## src/hw/rtl/lda_pkg.sv

```systemverilog
// Shared types and constants of the line detect and align sequencer.
package lda_pkg;

  // Sequence phase, one-hot encoded.
  typedef enum logic [8:0] {
    PH_IDLE        = 9'b000000001,
    PH_DRIVE       = 9'b000000010,
    PH_BRAKE       = 9'b000000100,
    PH_BRAKE_WAIT  = 9'b000001000,
    PH_CHECK       = 9'b000010000,
    PH_BACKUP      = 9'b000100000,
    PH_BACKUP_WAIT = 9'b001000000,
    PH_SETTLE      = 9'b010000000,
    PH_ALIGN       = 9'b100000000
  } phase_e;

  // Numeric phase codes as reported on the result word.
  localparam logic [3:0] PHC_IDLE        = 4'd0;
  localparam logic [3:0] PHC_DRIVE       = 4'd1;
  localparam logic [3:0] PHC_BRAKE       = 4'd2;
  localparam logic [3:0] PHC_BRAKE_WAIT  = 4'd3;
  localparam logic [3:0] PHC_CHECK       = 4'd4;
  localparam logic [3:0] PHC_BACKUP      = 4'd5;
  localparam logic [3:0] PHC_BACKUP_WAIT = 4'd6;
  localparam logic [3:0] PHC_SETTLE      = 4'd7;
  localparam logic [3:0] PHC_ALIGN       = 4'd8;

  // Input word kinds.
  typedef enum logic [1:0] {
    KIND_STEP  = 2'd0,
    KIND_START = 2'd1,
    KIND_STOP  = 2'd2,
    KIND_NONE  = 2'd3
  } kind_e;

  // Motor commands.
  typedef enum logic [2:0] {
    MC_HOLD   = 3'd0,
    MC_FWD    = 3'd1,
    MC_BRAKE  = 3'd2,
    MC_STOP   = 3'd3,
    MC_REV    = 3'd4,
    MC_ALEFT  = 3'd5,
    MC_ARIGHT = 3'd6,
    MC_RSVD   = 3'd7
  } motor_e;

  // Drive level requests.
  typedef enum logic [1:0] {
    DL_SAME  = 2'd0,
    DL_CRAWL = 2'd1,
    DL_OFF   = 2'd2,
    DL_RSVD  = 2'd3
  } drive_e;

  // Configuration register indexes.
  localparam int unsigned CfgIdxW  = 3;
  localparam int unsigned CfgDataW = 16;
  localparam logic [CfgIdxW-1:0] CFG_LEFT_ON    = 3'd0;
  localparam logic [CfgIdxW-1:0] CFG_RIGHT_ON   = 3'd1;
  localparam logic [CfgIdxW-1:0] CFG_LEFT_BLACK = 3'd2;
  localparam logic [CfgIdxW-1:0] CFG_RIGHT_BLACK = 3'd3;
  localparam logic [CfgIdxW-1:0] CFG_BACKUP     = 3'd4;
  localparam logic [CfgIdxW-1:0] CFG_SETTLE     = 3'd5;

  // Register widths and reset values.
  localparam int unsigned LevelW = 12;
  localparam int unsigned TicksW = 16;
  localparam logic [LevelW-1:0] LeftOnRst     = 12'd2048;
  localparam logic [LevelW-1:0] RightOnRst    = 12'd2048;
  localparam logic [LevelW-1:0] LeftBlackRst  = 12'd3000;
  localparam logic [LevelW-1:0] RightBlackRst = 12'd3000;
  localparam logic [TicksW-1:0] BackupRst     = 16'd100;
  localparam logic [TicksW-1:0] SettleRst     = 16'd200;

  // Default parameter values.
  localparam int unsigned SampleBitsDef = 12;
  localparam int unsigned TimerBitsDef  = 16;

  // Result word layout.
  localparam int unsigned OutBits = 14;
  localparam int unsigned OutW    = ((OutBits + 7) / 8) * 8;

  // Phase to its numeric code.
  function automatic logic [3:0] phase_code(phase_e ph);
    logic [3:0] c;
    c = PHC_IDLE;
    unique case (ph)
      PH_IDLE:        c = PHC_IDLE;
      PH_DRIVE:       c = PHC_DRIVE;
      PH_BRAKE:       c = PHC_BRAKE;
      PH_BRAKE_WAIT:  c = PHC_BRAKE_WAIT;
      PH_CHECK:       c = PHC_CHECK;
      PH_BACKUP:      c = PHC_BACKUP;
      PH_BACKUP_WAIT: c = PHC_BACKUP_WAIT;
      PH_SETTLE:      c = PHC_SETTLE;
      PH_ALIGN:       c = PHC_ALIGN;
      default:        c = PHC_IDLE;
    endcase
    return c;
  endfunction

endpackage

```

## src/hw/rtl/line_detect_align_sequencer.sv

```systemverilog
// Line approach sequencer: input register, state update, result register.
//
// Usage: each word on the slave stream is a start, stop or step item, with the
// kind in s_axis_tuser and the sensor samples and flags in s_axis_tdata. Every
// accepted word yields exactly one result word on the master stream carrying
// the motor command, drive level, phase and status flags.
// An accepted word is held in the input register, and the state update loads
// the result register from it once the result register is free to take a new
// word. Throughput is one word per clock while the receiver does not stall; the
// state update is a single compare-and-select stage over the phase register,
// timer and thresholds.
// When the receiver stalls, the result register holds its word, the input
// register keeps the next word, and s_axis_tready drops once both are full.
// Reset (rst_ni low) empties both registers, puts the phase at idle, clears
// the timer and the first-crossing flags, enables external commands and loads
// the default thresholds and tick counts. Configuration writes through
// cfg_we_i take effect at the next clock edge and are expected only while no
// word is in flight.
module line_detect_align_sequencer #(
  parameter int unsigned SAMPLE_BITS = lda_pkg::SampleBitsDef,
  parameter int unsigned TIMER_BITS  = lda_pkg::TimerBitsDef,
  localparam int unsigned InBits = 2 * SAMPLE_BITS + 5,
  localparam int unsigned InW    = ((InBits + 7) / 8) * 8
) (
  input  logic                          clk_i,
  input  logic                          rst_ni,
  // Configuration write port
  input  logic                          cfg_we_i,
  input  logic [lda_pkg::CfgIdxW-1:0]   cfg_idx_i,
  input  logic [lda_pkg::CfgDataW-1:0]  cfg_wdata_i,
  // Input stream
  input  logic                          s_axis_tvalid,
  output logic                          s_axis_tready,
  // tdata fields from bit 0: left_sample, right_sample, tick, brake_active,
  // switch_pressed, safety_halt, calibrated, zero fill
  input  logic [InW-1:0]                s_axis_tdata,
  // tuser fields from bit 0: kind
  input  logic [1:0]                    s_axis_tuser,
  // Result stream
  output logic                          m_axis_tvalid,
  input  logic                          m_axis_tready,
  // tdata fields from bit 0: motor_command, drive_level, phase_out, running,
  // commands_allowed, start_refused, aligned_done, aborted, zero fill
  output logic [lda_pkg::OutW-1:0]      m_axis_tdata
);
  import lda_pkg::*;

  localparam int unsigned CmpW  = (SAMPLE_BITS > LevelW) ? SAMPLE_BITS : LevelW;
  localparam int unsigned TCmpW = (TIMER_BITS > TicksW) ? TIMER_BITS : TicksW;

  // Configuration registers.
  logic [LevelW-1:0] left_on_q, right_on_q, left_black_q, right_black_q;
  logic [TicksW-1:0] backup_q, settle_q;

  always_ff @(posedge clk_i or negedge rst_ni) begin
    if (!rst_ni) begin
      left_on_q     <= LeftOnRst;
      right_on_q    <= RightOnRst;
      left_black_q  <= LeftBlackRst;
      right_black_q <= RightBlackRst;
      backup_q      <= BackupRst;
      settle_q      <= SettleRst;
    end else if (cfg_we_i) begin
      unique case (cfg_idx_i)
        CFG_LEFT_ON:     left_on_q     <= cfg_wdata_i[LevelW-1:0];
        CFG_RIGHT_ON:    right_on_q    <= cfg_wdata_i[LevelW-1:0];
        CFG_LEFT_BLACK:  left_black_q  <= cfg_wdata_i[LevelW-1:0];
        CFG_RIGHT_BLACK: right_black_q <= cfg_wdata_i[LevelW-1:0];
        CFG_BACKUP:      backup_q      <= cfg_wdata_i[TicksW-1:0];
        CFG_SETTLE:      settle_q      <= cfg_wdata_i[TicksW-1:0];
        default: ;
      endcase
    end
  end

  // Input register and handshake.
  logic                   in_vld_q;
  logic [InBits-1:0]      in_data_q;
  kind_e                  in_kind_q;
  logic                   advance;

  assign advance       = in_vld_q && (!m_axis_tvalid || m_axis_tready);
  assign s_axis_tready = !in_vld_q || advance;

  always_ff @(posedge clk_i or negedge rst_ni) begin
    if (!rst_ni) begin
      in_vld_q <= 1'b0;
    end else if (s_axis_tready) begin
      in_vld_q <= s_axis_tvalid;
    end
  end

  always_ff @(posedge clk_i) begin
    if (s_axis_tvalid && s_axis_tready) begin
      in_data_q <= s_axis_tdata[InBits-1:0];
      in_kind_q <= kind_e'(s_axis_tuser);
    end
  end

  // Unpack the registered word.
  logic [SAMPLE_BITS-1:0] ls, rs;
  logic tick, brk, sw, halt, cal;

  assign ls   = in_data_q[SAMPLE_BITS-1:0];
  assign rs   = in_data_q[2*SAMPLE_BITS-1:SAMPLE_BITS];
  assign tick = in_data_q[2*SAMPLE_BITS];
  assign brk  = in_data_q[2*SAMPLE_BITS+1];
  assign sw   = in_data_q[2*SAMPLE_BITS+2];
  assign halt = in_data_q[2*SAMPLE_BITS+3];
  assign cal  = in_data_q[2*SAMPLE_BITS+4];

  // Sequencer state.
  phase_e                phase_q, phase_d;
  logic                  active_q, active_d;
  logic                  first_l_q, first_l_d;
  logic                  first_r_q, first_r_d;
  logic                  cmd_en_q, cmd_en_d;
  logic [TIMER_BITS-1:0] ticks_q, ticks_d;

  // Sensor compares against the configured levels.
  logic lon, ron, lx, rx, backup_done, settle_done;

  assign lon = CmpW'(ls) > CmpW'(left_on_q);
  assign ron = CmpW'(rs) > CmpW'(right_on_q);
  assign lx  = CmpW'(ls) > CmpW'(left_black_q);
  assign rx  = CmpW'(rs) > CmpW'(right_black_q);

  // Timer after the tick of this word, saturating at all ones.
  logic [TIMER_BITS-1:0] ticks_adv;

  assign ticks_adv = (tick && !(&ticks_q)) ? ticks_q + TIMER_BITS'(1) : ticks_q;
  assign backup_done = TCmpW'(ticks_adv) > TCmpW'(backup_q);
  assign settle_done = TCmpW'(ticks_adv) > TCmpW'(settle_q);

  // Next state and result fields.
  motor_e mc;
  drive_e dl;
  logic   refused, aligned, aborted;

  always_comb begin
    phase_d   = phase_q;
    active_d  = active_q;
    first_l_d = first_l_q;
    first_r_d = first_r_q;
    cmd_en_d  = cmd_en_q;
    ticks_d   = ticks_q;
    mc        = MC_HOLD;
    dl        = DL_SAME;
    refused   = 1'b0;
    aligned   = 1'b0;
    aborted   = 1'b0;

    unique case (in_kind_q)
      KIND_START: begin
        if (!cal) begin
          refused = 1'b1;
        end else begin
          phase_d   = PH_DRIVE;
          cmd_en_d  = 1'b0;
          active_d  = 1'b1;
          first_l_d = 1'b0;
          first_r_d = 1'b0;
          ticks_d   = '0;
          dl        = DL_CRAWL;
          mc        = MC_FWD;
        end
      end
      KIND_STOP: begin
        active_d = 1'b0;
        phase_d  = PH_IDLE;
        mc       = MC_STOP;
        dl       = DL_OFF;
      end
      KIND_STEP: begin
        ticks_d = ticks_adv;
        if (active_q && !halt) begin
          if (sw) begin
            // Switch press ends the run before any phase action.
            mc       = MC_STOP;
            active_d = 1'b0;
            phase_d  = PH_IDLE;
            aborted  = 1'b1;
          end else begin
            unique case (phase_q)
              PH_DRIVE: begin
                mc = MC_FWD;
                if (lx || rx) begin
                  if (lx && !first_l_q && !first_r_q) first_l_d = 1'b1;
                  if (rx && !first_r_q && !first_l_q) first_r_d = 1'b1;
                  phase_d = PH_BRAKE;
                  ticks_d = '0;
                end
              end
              PH_BRAKE: begin
                mc      = MC_BRAKE;
                phase_d = PH_BRAKE_WAIT;
              end
              PH_BRAKE_WAIT: begin
                if (!brk) begin
                  mc      = MC_STOP;
                  phase_d = PH_CHECK;
                  ticks_d = '0;
                end
              end
              PH_CHECK: begin
                mc = MC_STOP;
                if (lon || ron) begin
                  phase_d = PH_ALIGN;
                end else begin
                  phase_d = PH_BACKUP;
                  ticks_d = '0;
                  dl      = DL_CRAWL;
                end
              end
              PH_BACKUP: begin
                mc      = MC_REV;
                phase_d = PH_BACKUP_WAIT;
                ticks_d = '0;
              end
              PH_BACKUP_WAIT: begin
                if (backup_done) begin
                  mc      = MC_STOP;
                  phase_d = PH_SETTLE;
                  ticks_d = '0;
                end
              end
              PH_SETTLE: begin
                if (settle_done) begin
                  phase_d = (lon || ron) ? PH_ALIGN : PH_BACKUP;
                end
              end
              PH_ALIGN: begin
                priority if (lon && ron) begin
                  mc       = MC_STOP;
                  phase_d  = PH_IDLE;
                  active_d = 1'b0;
                  cmd_en_d = 1'b1;
                  aligned  = 1'b1;
                end else if (lon) begin
                  mc = MC_ALEFT;
                end else if (ron) begin
                  mc = MC_ARIGHT;
                end else if (first_l_q) begin
                  mc = MC_ALEFT;
                end else if (first_r_q) begin
                  mc = MC_ARIGHT;
                end
              end
              default: ;
            endcase
          end
        end
      end
      default: ;
    endcase
  end

  // State update, one word per advance.
  always_ff @(posedge clk_i or negedge rst_ni) begin
    if (!rst_ni) begin
      phase_q   <= PH_IDLE;
      active_q  <= 1'b0;
      first_l_q <= 1'b0;
      first_r_q <= 1'b0;
      cmd_en_q  <= 1'b1;
      ticks_q   <= '0;
    end else if (advance) begin
      phase_q   <= phase_d;
      active_q  <= active_d;
      first_l_q <= first_l_d;
      first_r_q <= first_r_d;
      cmd_en_q  <= cmd_en_d;
      ticks_q   <= ticks_d;
    end
  end

  // Result register.
  always_ff @(posedge clk_i or negedge rst_ni) begin
    if (!rst_ni) begin
      m_axis_tvalid <= 1'b0;
    end else if (advance) begin
      m_axis_tvalid <= 1'b1;
    end else if (m_axis_tready) begin
      m_axis_tvalid <= 1'b0;
    end
  end

  always_ff @(posedge clk_i) begin
    if (advance) begin
      m_axis_tdata <= OutW'({aborted, aligned, refused, cmd_en_d, active_d,
                             phase_code(phase_d), dl, mc});
    end
  end

endmodule
```

## config.mk

```make
export PLATFORM = sky130hd
export DESIGN_NAME = line_detect_align_sequencer
export DESIGN_NICKNAME = d
export VERILOG_FILES = /design/src/hw/rtl/lda_pkg.sv /design/src/hw/rtl/line_detect_align_sequencer.sv
export SDC_FILE = /design/constraint.sdc
export NUM_CORES = 1
export LEC_CHECK = 0
export BUFFER_PORTS_ARGS = -buffer_cell sky130_fd_sc_hd__clkbuf_2
export CORE_AREA = 2 2 197 199
export CTS_CLUSTER_DIAMETER = 100
export DETAILED_ROUTE_END_ITERATION = 7
export DIE_AREA = 0 0 199 201
export GPL_ROUTABILITY_DRIVEN = 0
export PLACE_DENSITY = 0.49
export RECOVER_POWER = 100
export SYNTH_ARGS = -nofsm -noshare
export SYNTH_HDL_FRONTEND = slang
export SYNTH_SLANG_ARGS = --single-unit
```

## constraint.sdc

```tcl
create_clock -name clk_i -period 8.7 [get_ports clk_i]
set_input_delay 1.74 -clock clk_i [delete_from_list [all_inputs] [get_ports clk_i]]
set_output_delay 1.74 -clock clk_i [all_outputs]
set_load 0.02 [all_outputs]
```

# Yosys cells after proc, flatten, opt, wreduce, memory -nomap -nowiden
# Cells that the tools add are included.
[classes]
n_eq_ne = 30
bitwise = 3
add_sub_neg = 1
mux = 70
order_cmp = 6
n_reduce_logical = 35
[op_table]
columns = ["operator", "n"]
rows = [
  ["16-bit 2-to-1 mux", 8],
  ["9-bit 2-to-1 mux", 9],
  ["16-bit case mux with 5 select lines", 1],
  ["9-bit case mux with 8 select lines", 1],
  ["12-bit > comparator", 4],
  ["16-bit > comparator", 2],
  ["1-bit 2-to-1 mux", 32],
  ["16-bit case mux with 2 select lines", 1],
  ["4-bit case mux with 8 select lines", 1],
  ["9-bit case mux with 3 select lines", 1],
  ["3-bit 2-to-1 mux", 7],
  ["3-bit case mux with 7 select lines", 1],
  ["9-bit by 2-bit equality test with 1-bit output, second input constant", 2],
  ["9-bit by 3-bit equality test with 1-bit output, second input constant", 2],
  ["9-bit by 4-bit equality test with 1-bit output, second input constant", 2],
  ["9-bit by 5-bit equality test with 1-bit output, second input constant", 2],
  ["9-bit by 6-bit equality test with 1-bit output, second input constant", 2],
  ["9-bit by 7-bit equality test with 1-bit output, second input constant", 2],
  ["9-bit by 8-bit equality test with 1-bit output, second input constant", 2],
  ["9-bit equality test, second input constant", 2],
  ["16-bit by 1-bit adder with 16-bit output, second input constant", 1],
  ["16-bit AND reduction", 1],
  ["8-bit AND reduction", 2],
  ["2-bit AND reduction", 7],
  ["21 further kinds", 50],
]
[totals]
register_bits = 156
output_inout_bits = 18
word_cells = 165

# Depth between registers and ports, before layout
# Gate-level depths: netlist of run 1.
[logic_depth]
word_depth = 12
ltp_mapped = 21
depth_no_buf = 20

# Least setup slack after synthesis of run 1
# No wires, ideal clock.
[synth_timing]
kind = "register -> register"
startpoint = "register ticks_q[0]"
endpoint = "register m_axis_tdata[8] (netlist bit), data pin"
period_less_slack_ps = 4607
path_stages_with_launch = 21
required_ps = 8533
path_buffers = 1
slack_ps = 4093
t_arrival_ps = 4440
cell_sequence = "dfrtp_1 > ha_1 > nand4_1 > or4_4 > nand2_1 > nor2_1 > nand2_1 > or3_1 > clkbuf_1 > nor3_1 > xor2_1 > ha_1 > nand4_1 > nor4_1 > o21ai_0 > o311ai_2 > a21oi_4 > nor3_4 > o21ai_2 > or3_1 > a211oi_1"
[synth_between]
elab_chain_cells = 12
word_cells_on_any_way = 22
cone_classes = "1 x add/sub; 2 x order compare; 8 x eq/ne; 8 x mux; 3 x reduce/logical"
[synth_lines]
columns = ["item", "line_no", "source"]
rows = [
  ["start, declared", "line_detect_align_sequencer.sv:118", "logic [TIMER_BITS-1:0] ticks_q, ticks_d;"],
  ["start signal, assigned", "line_detect_align_sequencer.sv:273", "ticks_q <= ticks_d;"],
  ["branches (longest 3 deep; another with 16-bit by 1-bit adder with 16-bit output)", "--", ""],
  ["16-bit 2-to-1 mux (*)", "line_detect_align_sequencer.sv:131", "assign ticks_adv = (tick && !(&ticks_q)) ? ticks_q + TIMER_BITS'(1) : ticks_q;"],
  ["16-bit > comparator, on equally long branches", "line_detect_align_sequencer.sv:133, line_detect_align_sequencer.sv:132", ""],
  ["9-bit 2-to-1 mux, on equally long branches", "line_detect_align_sequencer.sv:228, line_detect_align_sequencer.sv:221", ""],
  ["9-bit case mux with 8 select lines (*)", "line_detect_align_sequencer.sv:184", "unique case (phase_q)"],
  ["9-bit 2-to-1 mux (*)", "line_detect_align_sequencer.sv:177", "if (sw) begin"],
  ["9-bit 2-to-1 mux (*)", "line_detect_align_sequencer.sv:176", "if (active_q && !halt) begin"],
  ["9-bit case mux with 3 select lines (*)", "line_detect_align_sequencer.sv:153", "unique case (in_kind_q)"],
  ["9-bit equality test, or another cell as far along", "lda_pkg.sv:88", "unique case (ph)"],
  ["4-bit case mux with 8 select lines (*)", "lda_pkg.sv:88", ""],
  ["end signal, assigned", "line_detect_align_sequencer.sv:290", "m_axis_tdata <= OutW'({aborted, aligned, refused, cmd_en_d, active_d,"],
  ["end, declared", "line_detect_align_sequencer.sv:44", "output logic [lda_pkg::OutW-1:0] m_axis_tdata"],
]
# Mark *: on every way between the ends.
# A chain may end at the register's enable or synchronous reset.

# Worst setup path after layout of run 1
[layout_timing]
startpoint = "register ticks_q[0]"
endpoint = "register m_axis_tdata[5] (netlist bit), data pin"
# The elaborated chain is that of the path after synthesis.

==> results_dict.tcl, run 1 <==
set metrics [dict create \
    insertion_delay_ns 0.44 \
    hold_viol 0 \
    slew_violations 113 \
    post-route-period-util 0.744 \
    synth_async_sr_flop_share 0.712 \
    cts_hold_buf 0 \
    num_rows 72 \
    fillCellCount 4022 \
    portBuffers 70 \
    fin_cells 1498 \
    synth_commonest_cells "nand2_1 (117), dfrtp_1 (87), inv_1 (86)" \
    cts_resized 0 \
    dp_hpwl_um 17300 \
    overflow 0 \
    wl_per_cell_um 15.1 \
    cap_violations 3 \
    cts_setup_buffers 0 \
    critPathMaxFanout 15 \
    syn_inst 901 \
    max-vdd-ir-drop_mv 0.101 \
    synth.distinct_cells 75 \
    synth-compound-area-share 0.146 \
    grt_pass1_wl_um 36200 \
    rsz0062_at_grt "no" \
    cts_max_path_buffers 2 \
    drt_iter0_drc 473 \
    power.density_nw_per_um2 208 \
    synth-seq-area-share 0.464 \
    min-delay-path-class "reg2reg" \
    synthSimpleGateAreaFrac 0.170 \
    setup_violations 0 \
    wl_um 22600 \
    synth.top_cell.area_share 0.243 \
    synth_warnings 0 \
    status "finished, violations left" \
    reg2reg_slack_ns 2.22 \
    pin_count 76 \
    design.core.area_um2 38100 \
    tns_ns 0 \
    maxSlewHeadroom -1.16 \
    drive_above_1_share 0.154 \
    violations "max-capacitance violations, max-slew violations" \
    h-tree-depth 4 \
    synth.area.mux_share 0.0402 \
    antenna_cells 0 \
    grt_pass1_vias 6603 \
    synth-edff-count 45 \
    ant_nets 0 \
    synth_top_family_by_area "simple AND/OR/NAND/NOR gates" \
    syn_area_per_cell_um2 9.96 \
    synth_most_common_cell "nand2_1" \
    ys.flop_type "dfrtp_1" \
    critPathLaunchType "register" \
    yosys-top-cells-area "dfrtp_1 (24%), edfxtp_1 (15%), ha_1 (11%), dfstp_2 (7.0%), nand2_1 (4.9%)" \
    synthAdderAreaFrac 0.110 \
    cts_tree "yes" \
    worst_pin_slew_ns 3.24 \
    syn_area_um2 8970 \
    viasPerCell 4.45 \
    final_nets 1104 \
    fin_skew_ns 0.0133 \
    p_leak_nw 4.48 \
    synth-xor-area-share 0.0186 \
    cp_data_required_time_ns 8.95 \
    endpoint_kind "register" \
    worstPathArrival_ns 6.73 \
    antenna_found_initial 0 \
    fin_crit_ns 6.48 \
    regArea_um2 4160 \
    grt_max_degree 57 \
    vias 6661 \
    initial_utilization 0.235 \
    grt_usage 0.118 \
    dieWidth_um 199 \
    die_area_um2 40000 \
    yosysTopAreaCell "dfrtp_1" \
    path_clk_slew_ns 0.07 \
    clock_sinks 156 \
    multi_input_comb_area_um2 4350 \
    fmax_mhz 154 \
    cts_buffers 17 \
    drc_errors 0 \
    area_growth_pct 15.9 \
    root_buffer "clkbuf_16" \
    place_inst 1466 \
    worstSetupPathType "reg2reg" \
    ys_ff_latch 156 \
    dr.pass1.iters 5 \
    die_h_um 201 \
]
## critical path: stages (launching register included)
cell and delay (ns):
dfrtp_1 0.55, ha_1 0.31, nand4_1 0.15, or4_1 0.27, nand2_1 0.15, nor2_1 0.29
nand2_1 0.11, or3_1 0.42, nor3_1 0.21, xor2_1 0.31, ha_1 0.22, nand4_1 0.21
nor4_1 0.46, o21ai_0 0.15, o311ai_0 0.77, a21oi_4 0.11, nor3_1 0.52, o21ai_0 0.47
nor2b_1 0.28, nand2_1 0.07, a211oi_1 0.25
## layout by cell type (no fill, tap or decap), types with 8 or more instances in the layout
| cell type | netlist | layout |
|---|---|---|
| xnor2_1 | 11 | 11 |
| nor2b_1 | 12 | 12 |
| nand4_1 | 24 | 24 |
| a21oi_1 | 41 | 41 |
| nor3_1 | 9 | 10 |
| nor2_1 | 41 | 42 |
| clkbuf_16 | 0 | 17 |
| ha_1 | 79 | 79 |
| a22o_1 | 12 | 12 |
| xor2_1 | 8 | 8 |
| nand3_1 | 22 | 22 |
| a21o_1 | 11 | 11 |
| mux2_2 | 32 | 31 |
| inv_1 | 86 | 86 |
| nand2_1 | 117 | 117 |
| clkbuf_2 | 0 | 46 |
| edfxtp_1 | 45 | 45 |
| dfrtp_1 | 87 | 87 |
| clkbuf_1 | 20 | 29 |
| dfstp_2 | 24 | 24 |
| o21ai_0 | 83 | 84 |
| nand2b_1 | 11 | 11 |
## stage by stage
stage                     power [W]  area, µm²  setup slack [ns]  hold slack, ns   util
final                       0.00216      10400              2.22           0.490  0.273
after global routing        0.00231      10400              1.57           0.526  0.273
after CTS                   0.00220      10500              2.83           0.494  0.275
after detailed placement    0.00144       9920              2.85           0.489  0.260
after global placement      0.00143       9920              2.91           0.471  0.260
after floorplan             0.00129       8970              4.09           0.457      -
## path summary, 6_finish.rpt
kind | start | to | cells after the start
max reg2reg | ticks_q[0] | m_axis_tdata[5] | 20
min reg2reg | in_vld_q | m_axis_tvalid | 1
min | in_vld_q | m_axis_tvalid | 1
max | ticks_q[0] | m_axis_tdata[5] | 20
max in group asynchronous | rst_ni | phase_q[7] | 2
min in group asynchronous | rst_ni | right_on_q[7] | 1
## flip-flops by register name (all words and copies together), names as in the netlist, 9 cells and up
register and cells:
in_data_q 29, backup_q 16, settle_q 16, ticks_q 16, m_axis_tdata 14, left_black_q 12
left_on_q 12, right_black_q 12, right_on_q 12, phase_q 9
## report_power, final
part | internal, W | switching (W) | total [W]
sequential | 0.000880 | 0.0000576 | 0.000938
combinational | 0.000192 | 0.000291 | 0.000482
clock | 0.000405 | 0.000334 | 0.000740
total | 0.00148 | 0.000682 | 0.00216
## kinds of logic after synthesis
| kind of cell | count (synthesis) |
|---|---|
| compound gates | 206 |
| xor+xnor | 19 |
| fa+ha+maj | 79 |
| buf+inv | 115 |
| flops | 156 |
| mux | 32 |
| other cells | 1 |
| simple gates | 293 |
## layer usage
layer / GRT usage / part of all wire / vias up
met1: 0.155 / 0.48 / 3198
met2: 0.194 / 0.48 / 94
met5: 0 / 0 / -
met3: 0.0239 / 0.031 / 18
met4: 0.0336 / 0.012 / 0
li1: - / - / 3351
## layout make-up
cell class,instances,area share
multi-input combinational,631,0.418
sequential,156,0.400
tap,518,0.0624
clock buffer,18,0.0413
timing repair buffer,75,0.0330
inverter,86,0.0311
clock inverter,14,0.0141
Note: power is estimated with default switching activity, not from simulation.
==> inputs of run 2 (changes only) <==
- clock period: 8.7 -> 6.5 ns (I/O delays scaled with it)
==> run 2 against run 1 <==
Net effect: the run still ends with max-capacitance violations, max-slew violations left; wire length increased by 1.7%; register-to-register slack got worse by 1.6 ns; clock skew increased by 0.00080 ns; sequential share of layout area decreased by 0.17 points; final area increased by 0.43%; die area unchanged; via count increased by 0.21%; core utilization increased by 0.12 points; maximum frequency increased by 11%.
==> results_dict.tcl, run 2 (synthesis gave the netlist of run 1 again) <==
set metrics [dict create \
    drc_errors 0 \
    portBuffers 70 \
    clock_sinks 156 \
    grt_pass1_vias 6686 \
    vias 6675 \
    met1_usage 0.162 \
    pin_count 76 \
    viasPerCell 4.45 \
    cts_setup_buffers 0 \
    fin_crit_ns 5.85 \
    fmax_mhz 171 \
    slew_violations 172 \
    worst_pin_slew_ns 2.85 \
    pwr-share-clk 0.343 \
    drt_iter0_drc 447 \
    design.core.area_um2 38100 \
    initial_utilization 0.235 \
    wl_per_cell_um 15.3 \
    cap_violations 5 \
    grt_pass1_wl_um 37300 \
    worstPathArrival_ns 6.11 \
    grt_max_degree 40 \
    max-vdd-ir-drop_mv 0.137 \
    critPathMaxFanout 15 \
    tns_ns 0 \
    worst-path-buf-inv 0 \
    setup_violations 0 \
    critical-path-top-delay-family "simple AND/OR/NAND/NOR gates" \
    fin_skew_ns 0.0141 \
    critPathLaunchType "register" \
    final_nets 1107 \
    min-delay-path-class "reg2reg" \
    ant_nets 0 \
    post-route-period-util 0.900 \
    final_common_cell "nand2_1" \
    insertion_delay_ns 0.44 \
    hold_viol 0 \
    h-tree-depth 4 \
    dp_hpwl_um 17200 \
    sw_frac_of_total 0.322 \
    grt_usage 0.121 \
    maxSlewHeadroom -0.925 \
    cts_hold_buf 0 \
    endpoint_kind "register" \
    cp_data_required_time_ns 6.76 \
    max_stage_delay_ns 0.65 \
    antenna_cells 0 \
    die_area_um2 40000 \
    crit_slowest_cell "dfrtp_1" \
    grt_use_met2 0.196 \
    top_usage_layer "met2" \
    drive_above_1_share 0.161 \
    cts_buffers 17 \
    die_h_um 201 \
    overflow 0 \
    wl_um 23000 \
    largest-register "in_data_q" \
    num_rows 72 \
    reg2reg_slack_ns 0.65 \
    path_clk_slew_ns 0.07 \
    final_util 0.274 \
    cts_tree "yes" \
    antenna_found_initial 0 \
    cts_resized 0 \
    power.density_nw_per_um2 278 \
    critical_path.cell_chain "ha_1, nand4_1, or4_4, nand2_1, nor2_1, nand2_1, or3_1, nor3_1, xor2_1, ha_1, nand4_1, nor4_1, o21ai_0, o311ai_2, a21oi_4, nor4_1, or2_0, xnor2_1, nand2_1, a211oi_1" \
    grtUsageMet3 0.0259 \
    internal_power_w 0.00197 \
    dieWidth_um 199 \
    largest_reg_flops 29 \
    dr.pass1.iters 5 \
    cts_max_path_buffers 2 \
    worstSetupPathType "reg2reg" \
    rsz0062_at_grt "no" \
    root_buffer "clkbuf_16" \
    switching_power_w 0.000935 \
    status "finished, violations left" \
    area_growth_pct 16.4 \
    pwr-share-comb 0.224 \
    crit_top_cell "nand2_1" \
    final_cell_mix "nand2_1 (117), dfrtp_1 (87), inv_1 (86), o21ai_0 (84), ha_1 (79)" \
    sequentialPowerShare 0.433 \
    violations "max-capacitance violations, max-slew violations" \
    p_leak_nw 4.49 \
]
[run 2: changes by cell type in the layout (fill, tap and decap cells not counted), sizes merged]
| cell | before | now |
|---|---|---|
| bufinv | 1 | 0 |
| clkbuf | 92 | 96 |
| clkinv | 3 | 4 |
| clkinvlp | 1 | 2 |
| inv | 95 | 93 |
[run 2: layout make-up]
type / instances / area [µm²]
well taps: 518 / 648
multi-input cells: 631 / 4370
repair buffers: 78 / 357
clock inverters: 13 / 125
fillers: 4029 / 27700
inverters: 86 / 323
clock buffers: 19 / 454
flip-flops and latches: 156 / 4160
[run 2: routing by layer]
metal,part of all wire,vias up
met3,0.041,25
li1,-,3354
met4,0.017,0
met2,0.47,142
met5,0,-
met1,0.47,3154
[run 2: power groups by stage]
| stage | Combinational, W | Clock (W) | Sequential, W |
|---|---|---|---|
| after CTS | 0.000664 | 0.00103 | 0.00126 |
| final | 0.000649 | 0.000996 | 0.00126 |
| after detailed placement | 0.000658 | 0 | 0.00127 |
| after global routing | 0.000754 | 0.00107 | 0.00127 |
| after global placement | 0.000647 | 0 | 0.00127 |
| after floorplan | 0.000464 | 0 | 0.00126 |
[run 2: final timing paths]
kind,startpoint,endpoint,cells after the start
min reg2reg,in_vld_q,m_axis_tvalid,1
min in group asynchronous,rst_ni,right_on_q[7],1
max in group asynchronous,rst_ni,phase_q[7],2
max reg2reg,ticks_q[0],m_axis_tdata[5],20
max,ticks_q[0],m_axis_tdata[5],20
min,in_vld_q,m_axis_tvalid,1
[run 2: metrics by stage]
| step | std cells | cell area [µm²] | total power (W) | hold WS, ns | worst slack (ns) |
|---|---|---|---|---|---|
| after floorplan | 902 | 8970 | 0.00172 | 0.457 | 1.89 |
| after global routing | 1501 | 10400 | 0.00309 | 0.518 | 0.0635 |
| after global placement | 1469 | 9940 | 0.00192 | 0.471 | 0.756 |
| final | 1501 | 10400 | 0.00290 | 0.488 | 0.651 |
| after CTS | 1501 | 10500 | 0.00295 | 0.495 | 0.679 |
| after detailed placement | 1469 | 9940 | 0.00193 | 0.490 | 0.705 |
